`src/rtl/msl_pkg.sv`:
```
// shared types and constants for the masked sum log loss block
// used by msl_div and masked_sum_log_loss_with_gradient; no dependencies
`timescale 1ns / 1ps
`default_nettype none
package msl_pkg;

  localparam int MAX_COLUMNS = 256;
  localparam int COL_W       = $clog2(MAX_COLUMNS);
  localparam int VAL_W       = 16;
  localparam int SUM_W       = 24;
  localparam int LOSS_W      = 32;
  localparam int CL_W        = 22;
  localparam int MEAN_W      = 22;
  localparam int GRAD_W      = 31;
  localparam int CNT_W       = 9;
  localparam int DVD_W       = 32;

  localparam logic [SUM_W-1:0]  SUM_MAX      = 24'hFF_FFFF;
  localparam logic [31:0]       LN2_Q32      = 32'hB172_17F8;
  localparam logic [CL_W-1:0]   COL_LOSS_MAX = 22'd2097151;
  localparam logic [CNT_W-1:0]  COUNT_MAX    = 9'd511;
  localparam logic [DVD_W-1:0]  GRAD_MAG_MAX = 32'd1073741824;
  localparam logic [DVD_W-1:0]  MEAN_POS_LIM = 32'd2097151;
  localparam logic [DVD_W-1:0]  MEAN_NEG_LIM = 32'd2097152;

  localparam logic OP_EVAL = 1'b0;
  localparam logic OP_GRAD = 1'b1;
  localparam logic KIND_MEAN = 1'b0;
  localparam logic KIND_GRAD = 1'b1;

  typedef struct packed {
    logic             start;
    logic [DVD_W-1:0] dividend;
    logic [SUM_W-1:0] divisor;
  } div_req_t;

  typedef struct packed {
    logic             done;
    logic [DVD_W-1:0] quotient;
  } div_rsp_t;

endpackage
`default_nettype wire

```
`src/rtl/msl_div.sv`:
```
// restoring divider, one quotient bit per cycle
// depends on msl_pkg
`timescale 1ns / 1ps
`default_nettype none
module msl_div (
  input  wire logic              clk,
  input  wire logic              rst_n,
  input  wire msl_pkg::div_req_t req,
  output msl_pkg::div_rsp_t      rsp
);

  logic [msl_pkg::SUM_W-1:0] rem_r, rem_nxt;
  logic [msl_pkg::DVD_W-1:0] dvd_r, dvd_nxt;
  logic [msl_pkg::SUM_W-1:0] dsr_r;
  logic [5:0]                cnt_r, cnt_nxt;
  logic                      busy_r, busy_nxt;
  logic                      done_r, done_nxt;
  logic [msl_pkg::SUM_W:0]   trial;
  logic                      qbit;

  always_comb begin
    trial   = {rem_r, dvd_r[msl_pkg::DVD_W-1]};
    qbit    = (trial >= {1'b0, dsr_r});
    rem_nxt = qbit ? msl_pkg::SUM_W'(trial - {1'b0, dsr_r}) : trial[msl_pkg::SUM_W-1:0];
    dvd_nxt = {dvd_r[msl_pkg::DVD_W-2:0], qbit};
    cnt_nxt = cnt_r - 6'd1;
    busy_nxt = busy_r && (cnt_r != 6'd1);
    done_nxt = busy_r && (cnt_r == 6'd1);
  end

  always_ff @(posedge clk) begin
    if (!rst_n) begin
      busy_r <= 1'b0;
      done_r <= 1'b0;
      cnt_r  <= '0;
    end else if (req.start) begin
      busy_r <= 1'b1;
      done_r <= 1'b0;
      cnt_r  <= 6'(msl_pkg::DVD_W);
    end else begin
      busy_r <= busy_nxt;
      done_r <= done_nxt;
      if (busy_r) begin
        cnt_r <= cnt_nxt;
      end
    end
  end

  always_ff @(posedge clk) begin
    if (req.start) begin
      rem_r <= '0;
      dvd_r <= req.dividend;
      dsr_r <= req.divisor;
    end else if (busy_r) begin
      rem_r <= rem_nxt;
      dvd_r <= dvd_nxt;
    end
  end

  assign rsp.done     = done_r;
  assign rsp.quotient = dvd_r;

endmodule
`default_nettype wire

```
`config.mk`:
```
export PLATFORM = sky130hd
export DESIGN_NAME = msl_div
export DESIGN_NICKNAME = d
export VERILOG_FILES = /design/src/rtl/msl_pkg.sv /design/src/rtl/msl_div.sv
export SDC_FILE = /design/constraint.sdc
export NUM_CORES = 1
export LEC_CHECK = 0
export ABC_CLOCK_PERIOD_IN_PS = 8800
export CAP_MARGIN = 40
export CELL_PAD_IN_SITES_DETAIL_PLACEMENT = 1
export CELL_PAD_IN_SITES_GLOBAL_PLACEMENT = 1
export CORE_MARGIN = 2
export CORE_UTILIZATION = 31
export DETAILED_ROUTE_END_ITERATION = 10
export DONT_BUFFER_PORTS = 1
export GPL_ROUTABILITY_DRIVEN = 1
export MAX_ROUTING_LAYER = met4
export PLACE_DENSITY = 0.57
export SYNTH_ARGS = -nofsm -noshare
export SYNTH_HDL_FRONTEND = slang
export SYNTH_SLANG_ARGS = --single-unit
```
`constraint.sdc`:
```
create_clock -name clk -period 8.8 [get_ports clk]
set_clock_uncertainty 0.2 [all_clocks]
set_input_delay 2.2 -clock clk [delete_from_list [all_inputs] [get_ports clk]]
set_output_delay 2.2 -clock clk [all_outputs]
set_load 0.05 [all_outputs]
```
# Word-level counts from Yosys, hierarchy flattened

Cells that the tools add are included.

Flip-flop bits (word level): 88
Input bits: 59

Muxes and demuxes: 6
Bitwise gates (word level): 1
Reduce and logical (&&, ||, !) cells: 4
Order comparisons: 1
Add/sub/neg operators: 2
Eq/ne operators: 2

Operator list:

| kind                  | count |
|---|---|
| $mux W32              | 2 |
| $ge A25 B24 Y1        | 1 |
| $mux W24              | 1 |
| $sub A24 B24 Y24      | 1 |
| $mux W6               | 2 |
| $eq A6 B1 Y1 const B  | 1 |
| $ne A6 B1 Y1 const B  | 1 |
| $sub A6 B1 Y6 const B | 1 |
| $logic_and A1 B1 Y1   | 2 |
| $reduce_bool A2 Y1    | 1 |
| $reduce_or A2 Y1      | 1 |
| $mux W1               | 1 |
| $not A1 Y1            | 1 |

# Longest topological paths before layout

Gate-level depths: netlist of the first run.

Word-level depth: 3
Mapped depth: 13
Mapped depth without buffers: 11

# Worst setup path before layout of the first run

No wires, ideal clock.

Path kind: input-to-reg
From: input req[56] in the netlist's numbering
To: register dvd_r[10] in the netlist's numbering (data pin)
Path slack: 5267 ps
Path buffers: 2
Data arrival time: 3073 ps
Stages: 3
Cells stage by stage: clkbuf_1 -> buf_1 -> mux2_2

Longest elaborated chain between the ends: 1

Ends and longest elaborated chain:

| element                | line          | text |
|---|---|---|
| start: declaration     | msl_div.sv:8  | `input wire msl_pkg::div_req_t req,` |
| $mux W32               | msl_div.sv:50 | `if (req.start) begin` |
| end signal: assignment | msl_div.sv:52 | `dvd_r <= req.dividend;` |
| end signal: assignment | msl_div.sv:56 | `dvd_r <= dvd_nxt;` |
| end: declaration       | msl_div.sv:13 | `logic [msl_pkg::DVD_W-1:0] dvd_r, dvd_nxt;` |

Every way passes these cells.
A chain may end at the register's enable or synchronous reset.

# Final worst setup path of the first run

From: register dvd_r[31] in the netlist's numbering
To: register rem_r[14] in the netlist's numbering

Longest elaborated chain between the ends: 2

Ends and longest elaborated chain:

| element                                                   | line                         | text |
|---|---|---|
| $sub A24 B24 Y24 / $ge A25 B24 Y1 (equally long branches) | msl_div.sv:24, msl_div.sv:23 |  |
| $mux W24 *                                                | msl_div.sv:24                | `rem_nxt = qbit ? msl_pkg::SUM_W'(trial - {1'b0, dsr_r}) : trial[msl_pkg::SUM_W-1:0];` |
| end signal: assignment                                    | msl_div.sv:55                | `rem_r <= rem_nxt;` |
| end: declaration                                          | msl_div.sv:12                | `logic [msl_pkg::SUM_W-1:0] rem_r, rem_nxt;` |

Mark *: on every way between the ends. The rest lies on a longest branch, timed or not.

==> impl_metrics.env, run 1 <==
export IMPL_status="complete, no violations"
export IMPL_portBuffers=0
export IMPL_initial_core_util_pct=31.3
export IMPL_hold_start="cnt_r[0]$_SDFFE_PP0P_"
export IMPL_pin_count=92
export IMPL_p_leak_nw=2.05
export IMPL_placed_area_mm2=0.00510
export IMPL_setup_viol=0
export IMPL_firstDrtPassIters=4
export IMPL_reg2reg_from="dvd_r[31]$_DFFE_PP_"
export IMPL_htree_levels=3
export IMPL_crit_fanout=13
export IMPL_power_density_mw_per_mm2=226
export IMPL_max_slew_margin_pct=44.6
export IMPL_start_kind="flop"
export IMPL_use_met1_pct=17.8
export IMPL_antenna_found_initial=0
export IMPL_worstMarginPinSlew_ns=0.831
export IMPL_hold_viol_final=0
export IMPL_cpPeakStageDelay_ns=0.68
export IMPL_min_period_over_period_pct=42.9
export IMPL_wl_um=11300
export IMPL_grtUsageMet3_pct=5.58
export IMPL_area_growth_pct=10.6
export IMPL_grt_pass1_vias=3790
export IMPL_cp_startpoint="dvd_r[31]$_DFFE_PP_"
export IMPL_globalplace_congestion=0.776
export IMPL_slew_violations=0
export IMPL_track_usage_pct=15.1
export IMPL_vias=3356
export IMPL_worst_setup_path_type="reg -> reg"
export IMPL_drtIter0Drc=146
export IMPL_synth_ff_type="edfxtp_1"
export IMPL_wl_per_cell_um=16.9
export IMPL_die_h_um=130
export IMPL_reg2regPathDepth=11
export IMPL_via_per_inst=4.99
export IMPL_synth_nets=542
export IMPL_hold_depth=2
export IMPL_root_buffer="clkbuf_16"
export IMPL_cp_data_required_time_ns=8.79
export IMPL_grt_pass1_wl_um=19200
export IMPL_rsz0062_at_grt="no"
export IMPL_async_reset_ff_share_pct=0
export IMPL_coreArea_mm2=0.0157
export IMPL_crit_slowest_cell="edfxtp_1"
export IMPL_netlist_area_mm2=0.00492
export IMPL_synth_distinct_cells=65
export IMPL_arrival_ns=3.76
export IMPL_remaining_drc_errors=0
export IMPL_ys_seq_area_share_pct=47.2
export IMPL_grtUsageMet2_pct=24.0
export IMPL_drive_above_1_share_pct=14.0
export IMPL_max_freq_ghz=0.265
export IMPL_overflow=0
export IMPL_hold_buffers=0
export IMPL_crit_path_end_kind="flop"
export IMPL_maxCapViolations=0
export IMPL_cts_sinks=88
export IMPL_synthCells=456
export IMPL_setup_tns_ns=0
export IMPL_syn_avg_cell_area_um2=10.8
export IMPL_top_usage_layer="met2"
export IMPL_cp_cell_sequence="inv_1, ha_1, nand2b_1, a211oi_2, o21ai_1, o211ai_2, and2_4, o31a_1, buf_4, mux2i_1, a211oi_1"
export IMPL_stdcell_area_mm2=0.00544
export IMPL_die_w_um=130
export IMPL_whs_ns=0.295
export IMPL_fin_nets=537
export IMPL_dp_hpwl_um=8190
export IMPL_cp_num_cells=11
export IMPL_dieArea_mm2=0.0169
export IMPL_ir_drop_mv=0.105
export IMPL_path_clk_slew_ns=0.06
export IMPL_rows=46
export IMPL_grt_start_max_net_pins=86
export IMPL_period_minus_slack_ns=3.78
export IMPL_cts_resized=0
export IMPL_detail_route_antenna_nets=0
export IMPL_diodes=0
export IMPL_synth_yosys_warnings=0
export IMPL_clockBufferDepth=2
export IMPL_hold_class="reg -> reg"
export IMPL_synth_edf_count=56
export IMPL_clk_latency_ns=0.35
export IMPL_cts_buffers_inserted=9
export IMPL_ys_ff_latch=88
export IMPL_postCtsSetupBuffers=0
export IMPL_cts_tree="built"
export IMPL_crit_family="compound AO/OA/AOI/OAI gates"
export IMPL_cp_num_buf_inv=2
## layout by cell type (no fill, tap or decap), types with 6 or more instances in the layout
| master | count |
|---|---|
| clkbuf_16 | 9 |
| xor2_1 | 6 |
| mux2_2 | 32 |
| a21oi_1 | 23 |
| ha_1 | 26 |
| a21o_1 | 9 |
| nand2b_1 | 6 |
| nand3_1 | 8 |
| inv_1 | 34 |
| edfxtp_1 | 56 |
| a211oi_1 | 22 |
| dfxtp_1 | 32 |
| o21ai_0 | 8 |
| nor2_1 | 48 |
| xnor2_1 | 17 |
| nand2_1 | 23 |
| mux2i_1 | 17 |
## flip-flops by register name (all words and copies together), names as in the netlist
register	flops
busy_r	1
rem_r	24
done_r	1
dvd_r	32
cnt_r	6
dsr_r	24
## stage by stage
step                worst slack [ns]  util, %  power [mW]  instances
CTS                             4.97     34.6        1.25        672
global placement                5.11     32.4       0.787        656
detailed placement              4.98     32.4       0.791        656
global route                    4.77     34.6        1.29        672
finish                          5.02     34.6        1.23        672
floorplan                       5.27        -       0.747        456
## power by group
group          switching (mW)  internal (mW)  total (mW)  leakage, nW
Clock                   0.169          0.280       0.449        0.168
Sequential             0.0813          0.482       0.564        0.820
Combinational           0.119         0.0973       0.217         1.06
Total                   0.369          0.860        1.23         2.05
## final timing paths
| kind | to | slack (ns) |
|---|---|---|
| setup / recovery | rem_r[14]$_SDFFE_PP0P_ | 5.02 |
| setup reg to reg | rem_r[14]$_SDFFE_PP0P_ | 5.02 |
| hold reg to reg | cnt_r[0]$_SDFFE_PP0P_ | 0.29 |
| hold / removal | cnt_r[0]$_SDFFE_PP0P_ | 0.29 |
## synth_stat cells (10+ instances only)
master | number | area (µm²)
a21oi_1 | 23 | 115
ha_1 | 26 | 325
mux2_2 | 32 | 360
a211oi_1 | 22 | 165
xnor2_1 | 17 | 149
edfxtp_1 | 56 | 1680
dfxtp_1 | 32 | 641
mux2i_1 | 17 | 170
nor2_1 | 48 | 180
nand2_1 | 23 | 86.3
clkbuf_1 | 10 | 37.5
inv_1 | 34 | 128
## per-layer routing
| metal | part of all wire (%) | wire length, µm |
|---|---|---|
| met1 | 45 | 5090 |
| met2 | 47 | 5300 |
| met3 | 7.0 | 790 |
| met4 | 1.4 | 153 |
| met5 | 0 | 0 |
## area by class of cell
class | count | area (µm²)
Clock buffer | 10 | 229
Clock inverter | 6 | 116
Fill cell | 1745 | 10300
Inverter | 34 | 128
Multi-Input combinational cell | 316 | 2360
Sequential cell | 88 | 2320
Tap cell | 216 | 270
Timing Repair Buffer | 2 | 15.0
## cells by family after synthesis
family,count (synthesis),share of synthesized area (%)
compound gates,102,14.9
simple gates,114,11.0
buf+inv,52,4.78
flops,88,47.2
mux,50,11.1
xor+xnor,23,4.09
fa+ha+maj,27,7.02
## worst register-to-register path, stage by stage, from the launching register on
cell and delay [ns]:
edfxtp_1 0.68, inv_1 0.10, ha_1 0.25, nand2b_1 0.18, a211oi_2 0.28, o21ai_1 0.15, o211ai_2 0.21, and2_4 0.20
o31a_1 0.68, buf_4 0.37, mux2i_1 0.22, a211oi_1 0.09
Power figures use the tool's default switching activity.
==> run 2: changes to the inputs <==
--- a/config.mk
+++ b/config.mk
@@ -5,7 +5,7 @@
 export SDC_FILE = /design/constraint.sdc
 export NUM_CORES = 1
 export LEC_CHECK = 0
-export ABC_CLOCK_PERIOD_IN_PS = 8800
+export ABC_CLOCK_PERIOD_IN_PS = 3870
 export CAP_MARGIN = 40
 export CELL_PAD_IN_SITES_DETAIL_PLACEMENT = 1
 export CELL_PAD_IN_SITES_GLOBAL_PLACEMENT = 1
==> constraint.sdc (replaced) <==
create_clock -name clk -period 3.87 [get_ports clk]
set_clock_uncertainty 0.2 [all_clocks]
set_input_delay 0.9675 -clock clk [delete_from_list [all_inputs] [get_ports clk]]
set_output_delay 0.9675 -clock clk [all_outputs]
set_load 0.05 [all_outputs]
==> run 2 against run 1 <==
Register-to-register slack got worse by 4.2 ns; flip-flop and latch count did not move; combinational power rose by 130%; die area did not move; non-clock buffer count rose by 2; maximum frequency rose by 25%; worst setup slack got worse by 4.2 ns.
==> impl_metrics.env, run 2 (synthesized netlist as in run 1, its figures left out) <==
export IMPL_reg_top3="dvd_r x32, dsr_r x24, rem_r x24"
export IMPL_coreArea_mm2=0.0157
export IMPL_root_buffer="clkbuf_16"
export IMPL_grt_pass1_vias=3737
export IMPL_ir_drop_mv=0.265
export IMPL_p_leak_nw=2.05
export IMPL_cp_data_required_time_ns=3.95
export IMPL_reg2regPathDepth=11
export IMPL_initial_core_util_pct=31.3
export IMPL_grt_pass1_wl_um=19300
export IMPL_start_kind="flop"
export IMPL_rows=46
export IMPL_cts_resized=0
export IMPL_area_growth_pct=10.6
export IMPL_globalplace_congestion=0.780
export IMPL_setup_tns_ns=0
export IMPL_cts_buffers_inserted=9
export IMPL_cts_sinks=88
export IMPL_die_h_um=130
export IMPL_hold_viol_final=0
export IMPL_whs_ns=0.303
export IMPL_status="complete, no violations"
export IMPL_die_w_um=130
export IMPL_stdcell_count=674
export IMPL_rsz0062_at_grt="no"
export IMPL_fin_nets=539
export IMPL_worst_setup_path_type="reg -> reg"
export IMPL_final_common_cell="edfxtp_1"
export IMPL_drtIter0Drc=108
export IMPL_crit_path_end_kind="flop"
export IMPL_clockBufferDepth=2
export IMPL_vias=3378
export IMPL_slew_violations=0
export IMPL_power_density_mw_per_mm2=504
export IMPL_firstDrtPassIters=4
export IMPL_dieArea_mm2=0.0169
export IMPL_antenna_found_initial=0
export IMPL_grt_start_max_net_pins=86
export IMPL_diodes=0
export IMPL_min_period_over_period_pct=77.8
export IMPL_multi_input_area_mm2=0.00236
export IMPL_arrival_ns=3.09
export IMPL_htree_levels=3
export IMPL_crit_fanout=4
export IMPL_via_per_inst=5.01
export IMPL_regMostFlops="dvd_r"
export IMPL_overflow=0
export IMPL_wl_um=11600
export IMPL_clk_latency_ns=0.35
export IMPL_wl_per_cell_um=17.1
export IMPL_max_slew_margin_pct=48.4
export IMPL_pin_count=92
export IMPL_hold_buffers=0
export IMPL_path_clk_slew_ns=0.07
export IMPL_period_minus_slack_ns=3.01
export IMPL_hold_class="reg -> reg"
export IMPL_remaining_drc_errors=0
export IMPL_cts_tree="built"
export IMPL_dp_hpwl_um=8210
export IMPL_max_freq_ghz=0.332
export IMPL_postCtsSetupBuffers=0
export IMPL_place_inst=658
export IMPL_setup_viol=0
export IMPL_largest_register_ffs=32
export IMPL_nFillCells=1755
export IMPL_mostFrequentLayoutCells="edfxtp_1 (56), nor2_1 (48), inv_1 (34), mux2_2 (32), dfxtp_1 (32)"
export IMPL_drive_above_1_share_pct=14.4
export IMPL_seqCellArea_mm2=0.00232
export IMPL_worstMarginPinSlew_ns=0.774
export IMPL_maxCapViolations=0
export IMPL_hold_depth=2
export IMPL_portBuffers=0
export IMPL_detail_route_antenna_nets=0
export IMPL_track_usage_pct=15.3
==> run 2: cell count changes in the layout (fill, tap and decap cells not counted), sizes merged <==
cell / delta
buf: +2
bufinv: -1
clkinv: +1
clkinvlp: +1
inv: -1
==> run 2: metal layers <==
layer / global-route usage, % / share of wire, %
met2: 24.1 / 45
met1: 18.1 / 46
met4: 3.80 / 1.2
met3: 6.52 / 7.5
met5: - / 0
==> run 2: cell type report <==
class	count	share of cell area, %
inverters	34	2.34
multi-input cells	316	43.4
repair buffers	4	0.689
clock buffers	10	4.21
well taps	216	4.96
flip-flops and latches	88	42.7
clock inverters	6	1.72
==> run 2: report_power, final <==
group	leakage [nW]	internal (mW)	switching [mW]	total, mW
Clock	0.153	0.571	0.393	0.964
Combinational	1.08	0.224	0.282	0.506
Sequential	0.820	1.10	0.175	1.27
==> run 2: worst max-delay path: stages (launching register included) <==
cell	delay (ns)
edfxtp_1	0.35
inv_1	0.05
ha_1	0.22
fa_1	0.41
nor2b_1	0.19
o2111ai_1	0.15
and4b_1	0.23
o211a_1	0.28
nor4_1	0.38
o31ai_1	0.14
a21o_1	0.18
a211oi_2	0.16
==> run 2: path summary, 6_finish.rpt <==
path                                                to  slack, ns                    from
worst max register to register  rem_r[22]$_SDFFE_PP0P_       0.86     dvd_r[31]$_DFFE_PP_
worst max-delay path            rem_r[22]$_SDFFE_PP0P_       0.86     dvd_r[31]$_DFFE_PP_
worst min register to register  rem_r[11]$_SDFFE_PP0P_       0.30  rem_r[11]$_SDFFE_PP0P_
worst min-delay path            rem_r[11]$_SDFFE_PP0P_       0.30  rem_r[11]$_SDFFE_PP0P_
==> run 2: per-stage QoR <==
stage               utilization (%)  instance area [µm²]  setup slack (ns)  power, mW
floorplan                         -                 4920             0.811       1.70
CTS                            34.6                 5440             0.859       2.78
finish                         34.6                 5440             0.861       2.74
global route                   34.6                 5440             0.637       2.89
detailed placement             32.6                 5120             0.876       1.80
global placement               32.5                 5110             0.915       1.79
==> run 3: changes to the inputs <==
--- a/config.mk
+++ b/config.mk
@@ -5,7 +5,8 @@
 export SDC_FILE = /design/constraint.sdc
 export NUM_CORES = 1
 export LEC_CHECK = 0
-export ABC_CLOCK_PERIOD_IN_PS = 3870
+export ABC_AREA = 1
+export ABC_CLOCK_PERIOD_IN_PS = 2900
 export CAP_MARGIN = 40
 export CELL_PAD_IN_SITES_DETAIL_PLACEMENT = 1
 export CELL_PAD_IN_SITES_GLOBAL_PLACEMENT = 1
@@ -15,7 +16,7 @@
 export DONT_BUFFER_PORTS = 1
 export GPL_ROUTABILITY_DRIVEN = 1
 export MAX_ROUTING_LAYER = met4
-export PLACE_DENSITY = 0.57
+export PLACE_DENSITY = 0.61
 export SYNTH_ARGS = -nofsm -noshare
 export SYNTH_HDL_FRONTEND = slang
 export SYNTH_SLANG_ARGS = --single-unit
==> constraint.sdc (replaced) <==
create_clock -name clk -period 2.9 [get_ports clk]
set_clock_uncertainty 0.2 [all_clocks]
set_input_delay 0.725 -clock clk [delete_from_list [all_inputs] [get_ports clk]]
set_output_delay 0.725 -clock clk [all_outputs]
set_load 0.05 [all_outputs]
==> run 3 against run 2 <==
Via count rose by 42%; routed wire length grew 41%; area after synthesis is 12% higher; die area up 12%; hold slack worse by 0.043 ns; sequential share of layout area shrank 4.4 points; synthesized cell count is 68% higher; sequential power increased by 29%; power rose by 14%; worst setup slack worse by 0.58 ns; final cell count increased by 48%; critical endpoint is now rem_r[0]$_SDFFE_PP0P_; highest routed layer unchanged.
==> impl_metrics.env, run 3 <==
export IMPL_worstMarginPinSlew_ns=0.558
export IMPL_setup_viol=0
export IMPL_syn_avg_cell_area_um2=7.19
export IMPL_cpMostUsedCell="inv_1"
export IMPL_max_freq_ghz=0.382
export IMPL_hold_start="req[14]"
export IMPL_cts_buffers_inserted=9
export IMPL_drive_above_1_share_pct=6.07
export IMPL_synth_top_area_share_pct=30.5
export IMPL_cpPeakStageDelay_ns=0.35
export IMPL_overflow=0
export IMPL_wl_um=16300
export IMPL_initial_core_util_pct=31.8
export IMPL_cp_cell_sequence="inv_1, ha_1, nand2_2, inv_1, nand2_1, nand2_1, inv_1, nand3_1, nand2_2, buf_4, nand4_1, nand3_1, o21ai_0"
export IMPL_ys_seq_area_share_pct=42.1
export IMPL_synth_nets=853
export IMPL_max_slew_margin_pct=62.8
export IMPL_cp_data_required_time_ns=2.92
export IMPL_reg_top3="dvd_r x32, dsr_r x24, rem_r x24"
export IMPL_cp_num_buf_inv=4
export IMPL_synth_yosys_warnings=0
export IMPL_synth_common_cells="nand2_1 (298), inv_1 (144), edfxtp_1 (56)"
export IMPL_htree_levels=3
export IMPL_netlist_area_mm2=0.00552
export IMPL_path_clk_slew_ns=0.08
export IMPL_portBuffers=0
export IMPL_vias=4799
export IMPL_p_leak_nw=3.04
export IMPL_die_h_um=137
export IMPL_synth_ff_type="edfxtp_1"
export IMPL_grt_pass1_vias=5278
export IMPL_maxCapViolations=0
export IMPL_whs_ns=0.261
export IMPL_dp_hpwl_um=12300
export IMPL_hold_class="in -> reg"
export IMPL_ys_ff_latch=88
export IMPL_combPwrFrac_pct=9.6
export IMPL_synth_edf_count=56
export IMPL_start_kind="flop"
export IMPL_die_w_um=137
export IMPL_crit_family="simple AND/OR/NAND/NOR gates"
export IMPL_worst_setup_path_type="reg -> reg"
export IMPL_p_int_mw=2.12
export IMPL_cp_startpoint="dsr_r[8]$_DFFE_PP_"
export IMPL_arrival_ns=2.63
export IMPL_grt_start_max_net_pins=60
export IMPL_largest_register_ffs=32
export IMPL_cts_tree="built"
export IMPL_crit_slowest_cell="ha_1"
export IMPL_setup_tns_ns=0
export IMPL_clockBufferDepth=2
export IMPL_remaining_drc_errors=0
export IMPL_synth_distinct_cells=34
export IMPL_antenna_found_initial=0
export IMPL_reg2reg_from="dsr_r[8]$_DFFE_PP_"
export IMPL_root_buffer="clkbuf_16"
export IMPL_synthCells=767
export IMPL_final_common_cell="nand2_1"
export IMPL_hold_viol_final=0
export IMPL_diodes=0
export IMPL_mostFrequentLayoutCells="nand2_1 (298), inv_1 (144), edfxtp_1 (56), nand3_1 (49), nor2_1 (37)"
export IMPL_clk_latency_ns=0.35
export IMPL_ir_drop_mv=0.258
export IMPL_track_usage_pct=19.0
export IMPL_synth_largest_area_cell="edfxtp_1"
export IMPL_via_per_inst=4.80
export IMPL_globalplace_congestion=0.886
export IMPL_period_minus_slack_ns=2.62
export IMPL_wl_per_cell_um=16.4
export IMPL_fin_nets=855
export IMPL_clockPowerShare_pct=37.8
export IMPL_detail_route_antenna_nets=0
export IMPL_firstDrtPassIters=6
export IMPL_area_growth_pct=10.2
export IMPL_crit_path_end_kind="flop"
export IMPL_slew_violations=0
export IMPL_p_sw_mw=0.993
export IMPL_regMostFlops="dvd_r"
export IMPL_coreArea_mm2=0.0174
export IMPL_drtIter0Drc=262
export IMPL_status="complete, no violations"
export IMPL_grt_pass1_wl_um=26900
export IMPL_async_reset_ff_share_pct=0
export IMPL_nFillCells=2142
export IMPL_dieArea_mm2=0.0189
export IMPL_power_density_mw_per_mm2=513
export IMPL_rsz0062_at_grt="no"
export IMPL_cts_sinks=88
export IMPL_swShare_pct=31.8
export IMPL_rows=48
export IMPL_pin_count=92
export IMPL_crit_fanout=24
export IMPL_min_period_over_period_pct=90.2
export IMPL_p_seq_share_pct=52.7
export IMPL_synthTopCellsByArea="edfxtp_1 (30%), nand2_1 (20%), dfxtp_1 (12%)"
export IMPL_yosys_cell_count_top_type="nand2_1"
run 3: area by class of cell:
class	instances	area [µm²]	share of cell area (%)
repair buffers	10	75.1	1.24
multi-input cells	515	2560	42.2
clock inverters	7	63.8	1.05
well taps	225	282	4.63
inverters	145	544	8.96
clock buffers	9	225	3.71
flip-flops and latches	88	2320	38.2
run 3: per-layer routing:
layer,wire (µm),global-route usage [%],up-vias,part of all wire [%]
li1,-,-,2402,-
met1,7550,23.7,2276,46
met2,7700,30.7,104,47
met3,862,4.86,17,5.3
met4,229,5.10,0,1.4
met5,0,-,-,0
run 3: final timing paths:
check / end / slack, ns / cells past startpoint
setup / recovery: rem_r[0]$_SDFFE_PP0P_ / 0.28 / 13
hold / removal: dsr_r[14]$_DFFE_PP_ / 0.26 / 0
setup reg to reg: rem_r[0]$_SDFFE_PP0P_ / 0.28 / 13
hold reg to reg: rem_r[18]$_SDFFE_PP0P_ / 0.28 / 2
run 3: power by group through the flow:
| stage | clock network, mW | logic, mW | registers (mW) |
|---|---|---|---|
| final | 1.18 | 0.299 | 1.64 |
| after global routing | 1.27 | 0.348 | 1.65 |
| after CTS | 1.21 | 0.304 | 1.64 |
| after detailed placement | 0 | 0.305 | 1.67 |
| after global placement | 0 | 0.293 | 1.67 |
| after floorplan | 0 | 0.222 | 1.66 |
run 3: metrics by stage:
| stage | cells | util [%] | worst slack, ns | power, mW | cell area, µm² |
|---|---|---|---|---|---|
| after floorplan | 767 | - | 0.0541 | 1.88 | 5520 |
| after global placement | 982 | 33.2 | 0.294 | 1.96 | 5770 |
| after detailed placement | 982 | 33.2 | 0.223 | 1.97 | 5770 |
| after CTS | 998 | 34.9 | 0.201 | 3.16 | 6060 |
| after global routing | 999 | 35.0 | 0.103 | 3.27 | 6080 |
| final | 999 | 35.0 | 0.283 | 3.12 | 6080 |
run 3: kinds of logic after synthesis:
logic type                 share of synthesized area (%)
AOI/OAI and AO/OA                                   3.47
xor gates and xnor gates                            1.59
adders and majority gates                           6.26
buffers and inverters                               11.7
DFF                                                 42.1
and+or+nand+nor                                     34.9
run 3: timing repair:
action	CTS	global route
endpoints found under the setup margin	0	3
hold buffers	0	0
resized for setup	0	1
buffers inserted	0	0
run 3: worst register-to-register path, stage by stage, from the launching register on:
cell and delay, ns:
edfxtp_1 0.34, inv_1 0.04, ha_1 0.35, nand2_2 0.15, inv_1 0.05, nand2_1 0.06
nand2_1 0.07, inv_1 0.06, nand3_1 0.23, nand2_2 0.23, buf_4 0.35, nand4_1 0.15
nand3_1 0.11, o21ai_0 0.09
